[config.mk]
export PLATFORM = sky130hd
export DESIGN_NAME = psc_back_flat
export DESIGN_NICKNAME = d
export VERILOG_FILES = /design/src/hdl/psc_pkg.sv /design/src/hdl/psc_res_if.sv /design/src/hdl/psc_back.sv /design/src/flat_wrapper.sv
export SDC_FILE = /design/constraint.sdc
export NUM_CORES = 2
export LEC_CHECK = 0
export ABC_AREA = 1
export ABC_CLOCK_PERIOD_IN_PS = 7500
export BUFFER_PORTS_ARGS = -buffer_cell sky130_fd_sc_hd__buf_2
export CORE_MARGIN = 5
export CORE_UTILIZATION = 55
export DETAILED_ROUTE_END_ITERATION = 6
export PLACE_DENSITY = 0.85
export SLEW_MARGIN = 0
export SYNTH_ARGS = -nofsm -noshare
export SYNTH_HDL_FRONTEND = slang
export SYNTH_SLANG_ARGS = --single-unit
[constraint.sdc]
create_clock -name clk -period 7.5 [get_ports clk]
set_clock_uncertainty 0.2 [all_clocks]
set_input_delay 0.375 -clock clk [delete_from_list [all_inputs] [get_ports clk]]
set_output_delay 0.375 -clock clk [all_outputs]
set_load 0.02 [all_outputs]
[src/hdl/psc_pkg.sv]
// package for preamble sync and phase correction
// constants, queue word type and the cordic arctangent table
package psc_pkg;

  localparam int SYNC_CHIPS         = 64;
  localparam int PREAMBLE_CHIPS_DEF = 128;
  localparam int PAYLOAD_CHIPS_DEF  = 64;
  localparam int CORDIC_STEPS_DEF   = 16;

  localparam logic [21:0] THR_RESET = 22'd19000;
  localparam logic [14:0] AMP_RESET = 15'd500;
  localparam logic [33:0] INV_GAIN_Q30 = 34'd652032874;

  localparam logic [1:0] REG_THRESHOLD = 2'd0;
  localparam logic [1:0] REG_AMPLITUDE = 2'd1;

  typedef struct packed {
    logic signed [15:0] chip_i;
    logic signed [15:0] chip_q;
    logic               sync;
    logic               last;
  } q_word_t;

  function automatic logic [31:0] atan_entry(input logic [4:0] idx);
    logic [31:0] v;
    case (idx)
      5'd0:  v = 32'h20000000;
      5'd1:  v = 32'h12E4051E;
      5'd2:  v = 32'h09FB385B;
      5'd3:  v = 32'h051111D4;
      5'd4:  v = 32'h028B0D43;
      5'd5:  v = 32'h0145D7E1;
      5'd6:  v = 32'h00A2F61E;
      5'd7:  v = 32'h00517C55;
      5'd8:  v = 32'h0028BE53;
      5'd9:  v = 32'h00145F2F;
      5'd10: v = 32'h000A2F98;
      5'd11: v = 32'h000517CC;
      5'd12: v = 32'h00028BE6;
      5'd13: v = 32'h000145F3;
      5'd14: v = 32'h0000A2FA;
      5'd15: v = 32'h0000517D;
      5'd16: v = 32'h000028BE;
      5'd17: v = 32'h0000145F;
      5'd18: v = 32'h00000A30;
      5'd19: v = 32'h00000518;
      5'd20: v = 32'h0000028C;
      5'd21: v = 32'h00000146;
      5'd22: v = 32'h000000A3;
      5'd23: v = 32'h00000051;
      default: v = 32'h0;
    endcase
    return v;
  endfunction

endpackage

[src/hdl/psc_res_if.sv]
// output channel: one derotated payload chip per word
// no dependencies
interface psc_res_if;
  logic               valid;
  logic               ready;
  logic signed [15:0] out_i;
  logic signed [15:0] out_q;
  logic               sync_ok;
  logic               frame_last;
  modport source (output valid, out_i, out_q, sync_ok, frame_last, input ready);
  modport sink (input valid, out_i, out_q, sync_ok, frame_last, output ready);
endinterface

[src/hdl/psc_back.sv]
// back part: short word queue, derotation multiply, rounding and saturation,
// output register; depends on psc_pkg and psc_res_if
module psc_back (
  input  logic               clk,
  input  logic               rst,
  input  psc_pkg::q_word_t   q_data,
  input  logic               q_push,
  output logic               q_ready,
  output logic               idle,
  input  logic signed [16:0] phase_cos,
  input  logic signed [16:0] phase_sin,
  psc_res_if.source          res
);
  import psc_pkg::*;

  localparam int QD = 4;
  localparam int QW = $clog2(QD);

  q_word_t            mem [QD];
  logic [QW-1:0]      wp, rp;
  logic [QW:0]        fill;
  logic               s1_valid, s1_sync, s1_last;
  logic signed [32:0] p_ic, p_qs, p_qc, p_is;
  logic               adv, pop;
  logic signed [33:0] si, sq, ri, rq;
  q_word_t            head;

  assign head = mem[rp];
  assign adv = !res.valid || res.ready;
  assign pop = adv && (fill != '0);
  assign q_ready = (fill != (QW+1)'(QD));
  assign idle = (fill == '0) && !s1_valid;
  assign si = 34'(p_ic) + 34'(p_qs);
  assign sq = 34'(p_qc) - 34'(p_is);
  assign ri = (si + (si[33] ? 34'sd16383 : 34'sd16384)) >>> 15;
  assign rq = (sq + (sq[33] ? 34'sd16383 : 34'sd16384)) >>> 15;

  function automatic logic signed [15:0] sat16(input logic signed [33:0] v);
    logic signed [15:0] o;
    if (v > 34'sd32767) o = 16'sh7FFF;
    else if (v < -34'sd32768) o = 16'sh8000;
    else o = v[15:0];
    return o;
  endfunction

  always_ff @(posedge clk) begin
    if (q_push) mem[wp] <= q_data;
  end

  always_ff @(posedge clk) begin
    if (rst) begin
      wp <= '0;
      rp <= '0;
      fill <= '0;
      s1_valid <= 1'b0;
      res.valid <= 1'b0;
    end else begin
      if (q_push) wp <= wp + 1'b1;
      if (pop) rp <= rp + 1'b1;
      fill <= fill + (QW+1)'(q_push) - (QW+1)'(pop);
      if (adv) begin
        s1_valid <= pop;
        res.valid <= s1_valid;
      end
    end
  end

  always_ff @(posedge clk) begin
    if (pop) begin
      p_ic <= head.chip_i * phase_cos;
      p_qs <= head.chip_q * phase_sin;
      p_qc <= head.chip_q * phase_cos;
      p_is <= head.chip_i * phase_sin;
      s1_sync <= head.sync;
      s1_last <= head.last;
    end
    if (adv && s1_valid) begin
      res.out_i <= s1_sync ? sat16(ri) : 16'sd0;
      res.out_q <= s1_sync ? sat16(rq) : 16'sd0;
      res.sync_ok <= s1_sync;
      res.frame_last <= s1_last;
    end
  end

endmodule

[src/flat_wrapper.sv]
// flat-port wrapper written by rule: the top's interface ports become plain ports
module psc_back_flat import psc_pkg::*;
  (clk, rst, q_data, q_push, q_ready, idle, phase_cos, phase_sin, res_valid, res_out_i, res_out_q, res_sync_ok, res_frame_last, res_ready);
  psc_res_if res_i ();
  input  logic clk;
  input  logic rst;
  input  psc_pkg::q_word_t q_data;
  input  logic q_push;
  output logic q_ready;
  output logic idle;
  input  logic signed [16:0] phase_cos;
  input  logic signed [16:0] phase_sin;
  output wire logic [$bits(res_i.valid)-1:0] res_valid;
  output wire logic [$bits(res_i.out_i)-1:0] res_out_i;
  output wire logic [$bits(res_i.out_q)-1:0] res_out_q;
  output wire logic [$bits(res_i.sync_ok)-1:0] res_sync_ok;
  output wire logic [$bits(res_i.frame_last)-1:0] res_frame_last;
  input wire logic [$bits(res_i.ready)-1:0] res_ready;
  assign res_valid = res_i.valid;
  assign res_out_i = res_i.out_i;
  assign res_out_q = res_i.out_q;
  assign res_sync_ok = res_i.sync_ok;
  assign res_frame_last = res_i.frame_last;
  assign res_i.ready = res_ready;
  psc_back u_core (.clk(clk), .rst(rst), .q_data(q_data), .q_push(q_push), .q_ready(q_ready), .idle(idle), .phase_cos(phase_cos), .phase_sin(phase_sin), .res(res_i));
endmodule
==> results.toml <==
[run_status]
status = "finished clean"

[yosys]
synth-simple-area-share = 0.172
synth_area_um2 = 57700
synth_edf_count = 304
synthTopCellsByCount = "1556 x inv_1, 1374 x nand2_1, 1107 x fa_1"
synth_compound_area_frac = 0.0404
synthAdderAreaFrac = 0.475
ys_async_sr_fraction = 0
ys_seq_area_frac = 0.162
synth_most_common_cell = "inv_1"
synth_xor_area_frac = 0.0327
synth_top_area_cell = "fa_1"
synth_mux_area_frac = 0
yosysTopAreaCellShare = 0.384
synth_cell_types = 56
synthFlopType = "edfxtp_1"
synth_cells = 6712
synth_top_family_by_area = "adder cells"
ys_seq_elements = 315
synth_nets = 8311
yosys_warnings = 0
postSynthAreaPerCell_um2 = 8.60
synth.area.top_cells = "fa_1 38%, edfxtp_1 16%, inv_1 10%, ha_1 9.1%, nand2_1 8.9%"

[routing]
firstDrtPassIters = 6
vias = 46700
avgRoutedWirePerCell_um = 20.6
drt_iter0_markers = 4863
drc = 0
ant_nets = 0
detail_route.wirelength_um = 171000
avgViaCountPerCell = 5.60

[layout]
final_net_count = 8505
final_util = 0.605
fillers = 8530
multiInputGateArea_um2 = 41600
layout-drive-gt1-share = 0.0777
regArea_um2 = 9350
area_growth_pct = 8.92

[setup_path]
startpoint_type = "flop"
cp_slowest_cell = "fa_1"
worst-r2r-setup-slack_ns = 0.07
crit_path_end_kind = "flop"
required_ns = 7.65
worstPathMaxFanout = 35
setup.worst_path.class = "flop to flop"
worst_ep_arrival_time_ns = 7.58
path_common_cell = "fa_1"
critPathMaxStageDelay_ns = 0.54

[cts]
cts_buffers = 38
clkSlewWorstSetupHoldPaths_ns = 0.06
clk_latency_ns = 0.62
cts.sinks = 315
clock-root-buffer = "clkbuf_16"
cts_tree = "built"
htree_num_levels = 2
clockBufferDepth = 3

[worst_hold_path]
worst_hold_startpoint = "phase_cos[0]"
min_path_type = "input port to flop"

[die]
core-area_um2 = 104000
rows = 118
io_pins = 109
dieArea_um2 = 112000
die_w_um = 334
initial_core_util = 0.555
die_h_um = 334

[sta]
setup_violations = 0
fmax_ghz = 0.135
period_needed_ns = 7.43
drv_slew = 0
rsz0062_at_grt = "true"
tns_ns = 0
worstMarginPinSlew_ns = 1.02
hold_ws_ns = 0.263
maxSlewHeadroom = 0.317
hold_violations = 0
post-route-period-util = 0.990

[placement]
portBuffers = 108
place_congestion = 1.01
dp_hpwl_um = 139000

[grt]
grt.overflow.total = 0
grt_pass1_vias = 49000
grt_pass1_wl_um = 268000
antenna_found_initial = 15
grtUsageTotal = 0.310
grt_max_degree = 73

[run]
drv_cap = 0
-- cells by family (layout without fill, tap and decap cells) --
logic type	count (synthesis)	count (layout)
xor gates and xnor gates	213	213
adders and majority gates	1527	1527
and+or+nand+nor	2444	2444
DFF	315	315
AOI/OAI and AO/OA	408	408
other	0	12
buffers and inverters	1805	2029
-- stage by stage --
step	std cells	area [µm²]	worst slack, ns
after floorplan	6712	57700	0.0512
after global placement	8204	61000	0.112
after detailed placement	8204	61000	-0.107
after CTS	8311	62700	0.00100
after global routing	8319	62900	-0.0893
final	8328	62900	0.0714
-- metal layers --
layer  share of wire  routed length, µm  GRT usage
met1            0.37              62800      0.406
met2            0.45              76900      0.486
met5          0.0011                186          0
met4           0.064              11000      0.157
met3            0.12              20600     0.0763
-- worst max-delay path, delay by kind of cell (launching register included) --
kind | cells | cell delay (ns)
adder cells (fa/ha/maj) | 7 | 3.31
AO/OA/AOI/OAI | 7 | 1.33
buffers and inverters | 7 | 1.18
AND/OR/NAND/NOR | 4 | 0.62
flip-flops | 1 | 0.38
XOR/XNOR | 1 | 0.17
-- final cells by class --
cell class	instances	area share
antenna	12	0.000478
clock buffer	42	0.0157
clock inverter	28	0.00525
inverter	1596	0.0958
multi-input combinational	4592	0.662
sequential	315	0.149
tap	1380	0.0275
timing repair buffer	363	0.0446
-- repair_timing --
item / 4_1_cts / 5_1_grt
cloned: 0 / 0
resized for setup: 4 / 53
hold buffers: 37 / 0
endpoints found under the hold margin: 147 / 0
pin swaps: 0 / 0
setup buffers: 0 / 5
setup endpoints to repair: 5 / 29
-- layout by cell type, fill, tap and decap left out, types with 23 or more instances in the layout --
| cell type | n |
|---|---|
| clkbuf_16 | 39 |
| xnor2_1 | 79 |
| inv_1 | 1549 |
| nand4_1 | 25 |
| buf_4 | 193 |
| a21oi_2 | 24 |
| nand2_2 | 40 |
| nand2_1 | 1374 |
| nor2_1 | 731 |
| a21oi_1 | 195 |
| fa_1 | 1107 |
| edfxtp_1 | 304 |
| nor3_1 | 25 |
| buf_2 | 108 |
| dlygate4sd3_1 | 37 |
| ha_1 | 419 |
| nand3_1 | 187 |
| o21ai_0 | 77 |
| clkinv_1 | 23 |
| xor2_1 | 131 |
-- flip-flops by register name, indices dropped and copies added, names as in the netlist, 3 cells and up, named ones only --
register          count
u_core.fill           3
u_core.mem          136
u_core.p_ic          33
u_core.p_is          33
u_core.p_qc          33
u_core.p_qs          33
u_core.res.out_i     16
u_core.res.out_q     16
-- final timing paths --
check	cells past startpoint	endpoint
setup / recovery	26	u_core.p_qc[31]
hold / removal	4	u_core.p_qc[0]
setup reg to reg	26	u_core.p_qc[31]
hold reg to reg	0	u_core.res.frame_last
Power is left out: the tool's default activity adds up to more than one toggle a clock period on the data nets, which glitch-free logic cannot reach.
