### src/hdl/psc_pkg.sv
// package for preamble sync and phase correction
// constants, queue word type and the cordic arctangent table
package psc_pkg;

  localparam int SYNC_CHIPS         = 64;
  localparam int PREAMBLE_CHIPS_DEF = 128;
  localparam int PAYLOAD_CHIPS_DEF  = 64;
  localparam int CORDIC_STEPS_DEF   = 16;

  localparam logic [21:0] THR_RESET = 22'd19000;
  localparam logic [14:0] AMP_RESET = 15'd500;
  localparam logic [33:0] INV_GAIN_Q30 = 34'd652032874;

  localparam logic [1:0] REG_THRESHOLD = 2'd0;
  localparam logic [1:0] REG_AMPLITUDE = 2'd1;

  typedef struct packed {
    logic signed [15:0] chip_i;
    logic signed [15:0] chip_q;
    logic               sync;
    logic               last;
  } q_word_t;

  function automatic logic [31:0] atan_entry(input logic [4:0] idx);
    logic [31:0] v;
    case (idx)
      5'd0:  v = 32'h20000000;
      5'd1:  v = 32'h12E4051E;
      5'd2:  v = 32'h09FB385B;
      5'd3:  v = 32'h051111D4;
      5'd4:  v = 32'h028B0D43;
      5'd5:  v = 32'h0145D7E1;
      5'd6:  v = 32'h00A2F61E;
      5'd7:  v = 32'h00517C55;
      5'd8:  v = 32'h0028BE53;
      5'd9:  v = 32'h00145F2F;
      5'd10: v = 32'h000A2F98;
      5'd11: v = 32'h000517CC;
      5'd12: v = 32'h00028BE6;
      5'd13: v = 32'h000145F3;
      5'd14: v = 32'h0000A2FA;
      5'd15: v = 32'h0000517D;
      5'd16: v = 32'h000028BE;
      5'd17: v = 32'h0000145F;
      5'd18: v = 32'h00000A30;
      5'd19: v = 32'h00000518;
      5'd20: v = 32'h0000028C;
      5'd21: v = 32'h00000146;
      5'd22: v = 32'h000000A3;
      5'd23: v = 32'h00000051;
      default: v = 32'h0;
    endcase
    return v;
  endfunction

endpackage

### src/hdl/psc_cordic.sv
// iterative cordic: correlation to angle, angle to q2.15 cos and sin
// depends on psc_pkg
module psc_cordic #(
  parameter int CORDIC_STEPS = psc_pkg::CORDIC_STEPS_DEF
) (
  input  logic               clk,
  input  logic               rst,
  input  logic               start,
  input  logic signed [47:0] corr_re,
  input  logic signed [47:0] corr_im,
  output logic               done,
  output logic signed [16:0] phase_cos,
  output logic signed [16:0] phase_sin
);
  import psc_pkg::*;

  localparam int SW = $clog2(CORDIC_STEPS);
  localparam logic [2:0] ST_IDLE = 3'd0;
  localparam logic [2:0] ST_VEC  = 3'd1;
  localparam logic [2:0] ST_PREP = 3'd2;
  localparam logic [2:0] ST_ROT  = 3'd3;
  localparam logic [2:0] ST_FIN  = 3'd4;

  logic [2:0]         state;
  logic [SW-1:0]      step;
  logic signed [51:0] vx, vy;
  logic [31:0]        ang;
  logic signed [33:0] rx, ry, rr;
  logic               flip;
  logic [31:0]        at;
  logic signed [33:0] at_s;
  logic signed [31:0] ang_s;
  logic               last_step;
  logic signed [33:0] fx, fy;
  logic signed [33:0] tx, ty;

  assign at = atan_entry(5'(step));
  assign at_s = $signed({2'b00, at});
  assign ang_s = $signed(ang);
  assign last_step = (step == SW'(CORDIC_STEPS - 1));
  assign fx = flip ? -rx : rx;
  assign fy = flip ? -ry : ry;
  assign tx = (fx + (fx[33] ? 34'sd16383 : 34'sd16384)) >>> 15;
  assign ty = (fy + (fy[33] ? 34'sd16383 : 34'sd16384)) >>> 15;

  function automatic logic signed [16:0] clamp17(input logic signed [33:0] v);
    logic signed [16:0] o;
    if (v > 34'sd32768) o = 17'sd32768;
    else if (v < -34'sd32768) o = -17'sd32768;
    else o = v[16:0];
    return o;
  endfunction

  always_ff @(posedge clk) begin
    if (rst) begin
      state <= ST_IDLE;
      done <= 1'b0;
      phase_cos <= 17'sd32768;
      phase_sin <= 17'sd0;
    end else begin
      done <= 1'b0;
      case (state)
        ST_IDLE: begin
          if (start) begin
            step <= '0;
            if (corr_re == 48'sd0 && corr_im == 48'sd0) begin
              ang <= 32'h0;
              state <= ST_PREP;
            end else begin
              state <= ST_VEC;
              if (corr_re < 0) begin
                vx <= -52'(corr_re);
                vy <= -52'(corr_im);
                ang <= 32'h80000000;
              end else begin
                vx <= 52'(corr_re);
                vy <= 52'(corr_im);
                ang <= 32'h0;
              end
            end
          end
        end
        ST_VEC: begin
          if (!vy[51]) begin
            vx <= vx + (vy >>> step);
            vy <= vy - (vx >>> step);
            ang <= ang + at;
          end else begin
            vx <= vx - (vy >>> step);
            vy <= vy + (vx >>> step);
            ang <= ang - at;
          end
          step <= step + 1'b1;
          if (last_step) state <= ST_PREP;
        end
        ST_PREP: begin
          rx <= INV_GAIN_Q30;
          ry <= '0;
          step <= '0;
          state <= ST_ROT;
          if (ang_s > 32'sh40000000) begin
            rr <= 34'(ang_s) - 34'sh80000000;
            flip <= 1'b1;
          end else if (ang_s < -32'sh40000000) begin
            rr <= 34'(ang_s) + 34'sh80000000;
            flip <= 1'b1;
          end else begin
            rr <= 34'(ang_s);
            flip <= 1'b0;
          end
        end
        ST_ROT: begin
          if (!rr[33]) begin
            rx <= rx - (ry >>> step);
            ry <= ry + (rx >>> step);
            rr <= rr - at_s;
          end else begin
            rx <= rx + (ry >>> step);
            ry <= ry - (rx >>> step);
            rr <= rr + at_s;
          end
          step <= step + 1'b1;
          if (last_step) state <= ST_FIN;
        end
        ST_FIN: begin
          phase_cos <= clamp17(tx);
          phase_sin <= clamp17(ty);
          done <= 1'b1;
          state <= ST_IDLE;
        end
        default: state <= ST_IDLE;
      endcase
    end
  end

endmodule

### config.mk
export PLATFORM = sky130hd
export DESIGN_NAME = psc_cordic
export DESIGN_NICKNAME = d
export VERILOG_FILES = /design/src/hdl/psc_pkg.sv /design/src/hdl/psc_cordic.sv
export SDC_FILE = /design/constraint.sdc
export NUM_CORES = 2
export LEC_CHECK = 0
export BUFFER_PORTS_ARGS = -buffer_cell sky130_fd_sc_hd__buf_2
export CAP_MARGIN = 20
export CORE_UTILIZATION = 45
export CTS_CLUSTER_DIAMETER = 120
export DETAILED_ROUTE_END_ITERATION = 8
export GPL_ROUTABILITY_DRIVEN = 0
export GPL_TIMING_DRIVEN = 0
export HOLD_SLACK_MARGIN = 0.08
export PLACE_DENSITY = 0.66
export SYNTH_ARGS = -nofsm -noshare
export SYNTH_HDL_FRONTEND = slang
export SYNTH_SLANG_ARGS = --single-unit
### constraint.sdc
create_clock -name clk -period 6.2 [get_ports clk]
set_input_delay 0.93 -clock clk [delete_from_list [all_inputs] [get_ports clk]]
set_output_delay 0.93 -clock clk [all_outputs]
set_load 0.02 [all_outputs]
==> impl_results.md <==
* Clk buf depth at 3
* Final-layout worst hold slack at about 0.44 ns
* Via count of the routed design at approximately 44k
* Fin. max-slew vios at 0
* P&R area growth vs syn at 20.5%
* DRC marker count from the first detailed-route iteration at 6013
* Design Area, Final at 50400 sq um
* Site Rows at around 110
* Vias in the first global route at around 40k
* Post-synthesis instance area at 41800 sq um
* Final cell count without fillers at ~6.6k
* Maximum number of pins on one net before global-route repair at 38
* Minimum period implied by the final worst setup slack at 6.67 ns
* Placement-stage cell area at 44400 sq um
* Worst path setup slack after routing at -0.472 ns
* Initial antenna violation count at 3
* Maximum clock frequency at 0.150 GHz
* Top flip-flop cell by instance count after synthesis: sky130_fd_sc_hd__edfxtp_1
* CTS buffer count at 43
* Data arrival time of the critical path at 7.01 ns
* Share of the cycle needed by the critical path after routing at 108%
* Cell-internal power at 8.64 mW
* Number of nets still failing antenna checks after routing at 0
* Sw Share at 45.8%
* Relative slew slack at 10.9%
* Count of maximum capacitance violations at 0
* Overall die area at 94200 sq um
* Detailed-router iteration count before antenna repair at 9
* Die Ht at 307 um
* Source-to-sink clock delay at the later pin of the worst-skew pair at 0.65 ns
* Net switching power figure at 7.30 mW
* CP Capture Type: flip-flop
* Worst Hold Class: reg2reg
* Cts hold-fix bufs at 0
* Unrepaired setup endpoints after global routing: yes
* Post-synth net total at 5286
* Part of the Yosys area used for sequential elements at roughly a fifth
* Post-detailed-route DRC marker count at 190
* PD cells at 316 nW/um^2
* Start-to-end type of the worst setup path: reg2reg
* Post-Syn Instances at 4920
* Portion of total power attributed to combinational logic at 65.2%
* Aggregate global routing overflow at 0
* Number of flip-flops and latches in the synthesized netlist at slightly above 300
* Routed wire per std cell at between 20 and 25 um
* Async set-or-reset flop fraction in the synthesized netlist at 0%
* Placed cell count at roughly 6.3k
* Routed vias/inst at ~6.6
* Syn_area_per_cell at 8.50 sq um
* Width of the chip at 307 um
* Peak supply drop at 207 uV
* Clock network fraction of total power at ~16%
* Crit Path Max Fanout at 7
* Clock slew seen by the registers of the worst setup and hold paths at 0.06 ns
* Number of levels in the clock H-tree at 2
* Core Region at 91800 sq um
* Sequential cell fraction of total power at 18.4%
* TritonCTS clock tree: built
* Setup Skew at between 0.015 and 0.02 ns
* Critical Path Start Type: flip-flop
* Violations in the final reports: design-rule violations, negative setup slack
* Transition time of the tightest slew-check pin at 1.34 ns
* Leakage at 19.4 nW
* I/O pin cnt at between 100 and 150
* HPWL after detailed placement at 122000 um
* Ys Warns at 0
* Unique cell type count in the Yosys netlist at 111
* Wire length of the first global-routing pass at 238000 um
* Post-synth EDFFs at 243
* Layout cells sized above 1 at a little under a quarter
* Clk Tree Root Cell: sky130_fd_sc_hd__clkbuf_16
* Final hold viol count at 0
* Sum of negative setup slack at -5.33 ns
* Net count of the finished layout at 5733
* Number of clock sinks at 311
* Run status: finished, violations left
* All-Layer GR Usage at 32.8%
* Critical Path RT at approximately 6.5 ns
* Total Wirelength at 165000 um
* Initial standard-cell utilization of the core at 45.6%
* Port Buffers at 132
* Final number of setup-violating endpoints at 33
[registers in the layout, indices dropped and copies added, names as in the netlist, 30 cells and up]
| signal | flops |
|---|---|
| ry | 34 |
| vx | 52 |
| vy | 52 |
| at | 30 |
| ang | 32 |
| rr | 34 |
| rx | 34 |
[cells by family after synthesis]
family	synth area share [%]
AO/OA/AOI/OAI	20.7
XOR/XNOR	11.8
adder cells (fa/ha/maj)	8.12
buffers and inverters	4.08
flip-flops	20.7
multiplexers	15.3
AND/OR/NAND/NOR	19.3
[cells in the mapped netlist (all sizes together) (10+ instances only)]
cell type    n  area (sq um)
and4        11          96.3
o311ai      10          87.6
nor2b       47           294
xnor2      347          3050
or2         26           163
nor2       479          1800
dfxtp       68          1360
a22o        13           114
ha         261          3270
nand3b      10          75.1
o21a        64           480
inv        115           432
o21bai      32           240
o41ai       38           374
o21ai      348          1750
a31oi       58           363
mux2i       99           991
or4         35           270
and3        48           300
a211oi      40           305
or3         56           365
nand2b      61           389
mux2        67           754
nor4        52           387
a211o       10          87.6
nand2      462          1730
clkbuf     186           698
o2111ai     11          96.3
nor3       119           642
edfxtp     243          7300
a21boi      11          82.6
a21oi      364          1820
o31ai       82           621
and2        50           315
a41oi       13           114
a21o       124           931
buf        108           571
nand3       94           480
o211ai      34           255
nand4       41           272
mux4       204          4660
nor3b       25           203
xor2       216          1890
[metal layers]
metal,track usage (%),up-vias,routed length (um)
li1,-,19400,-
met1,42.2,20900,61800
met2,49.9,3125,70400
met3,9.68,795,21700
met4,16.8,4,11100
met5,0,-,126
[per-stage QoR]
stage	utilization [%]	power (mW)	worst slack [ns]
after global placement	48.0	11.2	-3.17
after floorplan	-	9.24	0.0234
after detailed placement	48.3	11.3	-2.76
after global routing	54.9	16.7	-0.537
final	54.9	15.9	-0.472
after CTS	51.9	14.5	-0.191
[power groups by stage]
stage | clock network (mW) | registers (mW) | logic (mW)
floorplan | 0 | 2.81 | 6.43
global placement | 0 | 2.95 | 8.21
detailed placement | 0 | 2.94 | 8.33
CTS | 2.61 | 2.90 | 9.00
global route | 2.69 | 2.95 | 11.1
finish | 2.61 | 2.93 | 10.4
[worst max-delay path, cell delays in order (launching register included)]
cell and delay (ns):
sky130_fd_sc_hd__edfxtp_1 0.54, sky130_fd_sc_hd__buf_6 0.18, sky130_fd_sc_hd__buf_12 0.13, sky130_fd_sc_hd__buf_12 0.11, sky130_fd_sc_hd__buf_12 0.15, sky130_fd_sc_hd__buf_16 0.16, sky130_fd_sc_hd__mux4_2 0.55, sky130_fd_sc_hd__mux4_2 0.53
sky130_fd_sc_hd__nor4_4 0.33, sky130_fd_sc_hd__nand4_1 0.21, sky130_fd_sc_hd__nor3b_2 0.31, sky130_fd_sc_hd__buf_4 0.17, sky130_fd_sc_hd__nand2_4 0.06, sky130_fd_sc_hd__buf_6 0.13, sky130_fd_sc_hd__nor3_4 0.29, sky130_fd_sc_hd__a21oi_1 0.14
sky130_fd_sc_hd__xnor2_1 0.30, sky130_fd_sc_hd__ha_1 0.35, sky130_fd_sc_hd__and3_1 0.23, sky130_fd_sc_hd__a311oi_1 0.27, sky130_fd_sc_hd__o21ai_1 0.16, sky130_fd_sc_hd__a211o_1 0.35, sky130_fd_sc_hd__o31ai_4 0.30, sky130_fd_sc_hd__a21oi_2 0.11
sky130_fd_sc_hd__xnor2_1 0.17, sky130_fd_sc_hd__a21oi_1 0.10
[layout make-up]
cell class | instances | area (sq um)
Buffer | 274 | 1680
Inverter | 117 | 445
Multi-Input combinational cell | 4198 | 33300
Sequential cell | 311 | 8660
Tap cell | 1243 | 1560
Clock inverter | 19 | 239
Antenna cell | 3 | 7.51
Fill cell | 8031 | 41400
Timing Repair Buffer | 422 | 3270
Clock buffer | 60 | 1200
[cell usage in the layout (no fill, tap or decap), types with 28 or more instances in the layout]
cell and n:
sky130_fd_sc_hd__buf_2 153, sky130_fd_sc_hd__dfxtp_1 68, sky130_fd_sc_hd__and3_1 44, sky130_fd_sc_hd__mux4_2 194, sky130_fd_sc_hd__xor2_1 214, sky130_fd_sc_hd__nor3_1 100
sky130_fd_sc_hd__or3_1 51, sky130_fd_sc_hd__a21o_1 124, sky130_fd_sc_hd__mux2_2 65, sky130_fd_sc_hd__a31oi_1 48, sky130_fd_sc_hd__a21oi_2 44, sky130_fd_sc_hd__o31ai_1 69
sky130_fd_sc_hd__buf_6 37, sky130_fd_sc_hd__inv_1 107, sky130_fd_sc_hd__o21a_1 64, sky130_fd_sc_hd__clkbuf_1 153, sky130_fd_sc_hd__nand3_1 87, sky130_fd_sc_hd__a21oi_1 318
sky130_fd_sc_hd__buf_4 263, sky130_fd_sc_hd__nand4_1 40, sky130_fd_sc_hd__clkbuf_16 45, sky130_fd_sc_hd__nor2_1 456, sky130_fd_sc_hd__mux2i_1 82, sky130_fd_sc_hd__nand2_1 450
sky130_fd_sc_hd__o21ai_0 269, sky130_fd_sc_hd__and2_1 39, sky130_fd_sc_hd__nor2b_1 45, sky130_fd_sc_hd__o211ai_1 34, sky130_fd_sc_hd__o21bai_1 32, sky130_fd_sc_hd__o41ai_1 29
sky130_fd_sc_hd__or4_1 33, sky130_fd_sc_hd__buf_12 28, sky130_fd_sc_hd__edfxtp_1 243, sky130_fd_sc_hd__xnor2_1 331, sky130_fd_sc_hd__nand2b_1 57, sky130_fd_sc_hd__nor4_1 39
sky130_fd_sc_hd__o21ai_1 54, sky130_fd_sc_hd__ha_1 231, sky130_fd_sc_hd__a211oi_1 30
[timing repair]
item | CTS | global route
endpoints found under the hold margin | 0 | 0
setup buffers | 101 | 175
pin swaps | 83 | 228
endpoints found under the setup margin | 162 | 105
gates resized for setup | 327 | 341
cloned | 2 | 1
[final timing paths]
check	from	endpoint	slack, ns	depth (start not counted)
max	step[0]$_DFFE_PP_	vy[51]$_DFFE_PP_	-0.47	25
min	phase_cos[8]$_SDFFE_PP0P_	phase_cos[8]$_SDFFE_PP0P_	0.44	2
max reg2reg	step[0]$_DFFE_PP_	vy[51]$_DFFE_PP_	-0.47	25
min reg2reg	phase_cos[8]$_SDFFE_PP0P_	phase_cos[8]$_SDFFE_PP0P_	0.44	2
Power figures use the tool's default switching activity.
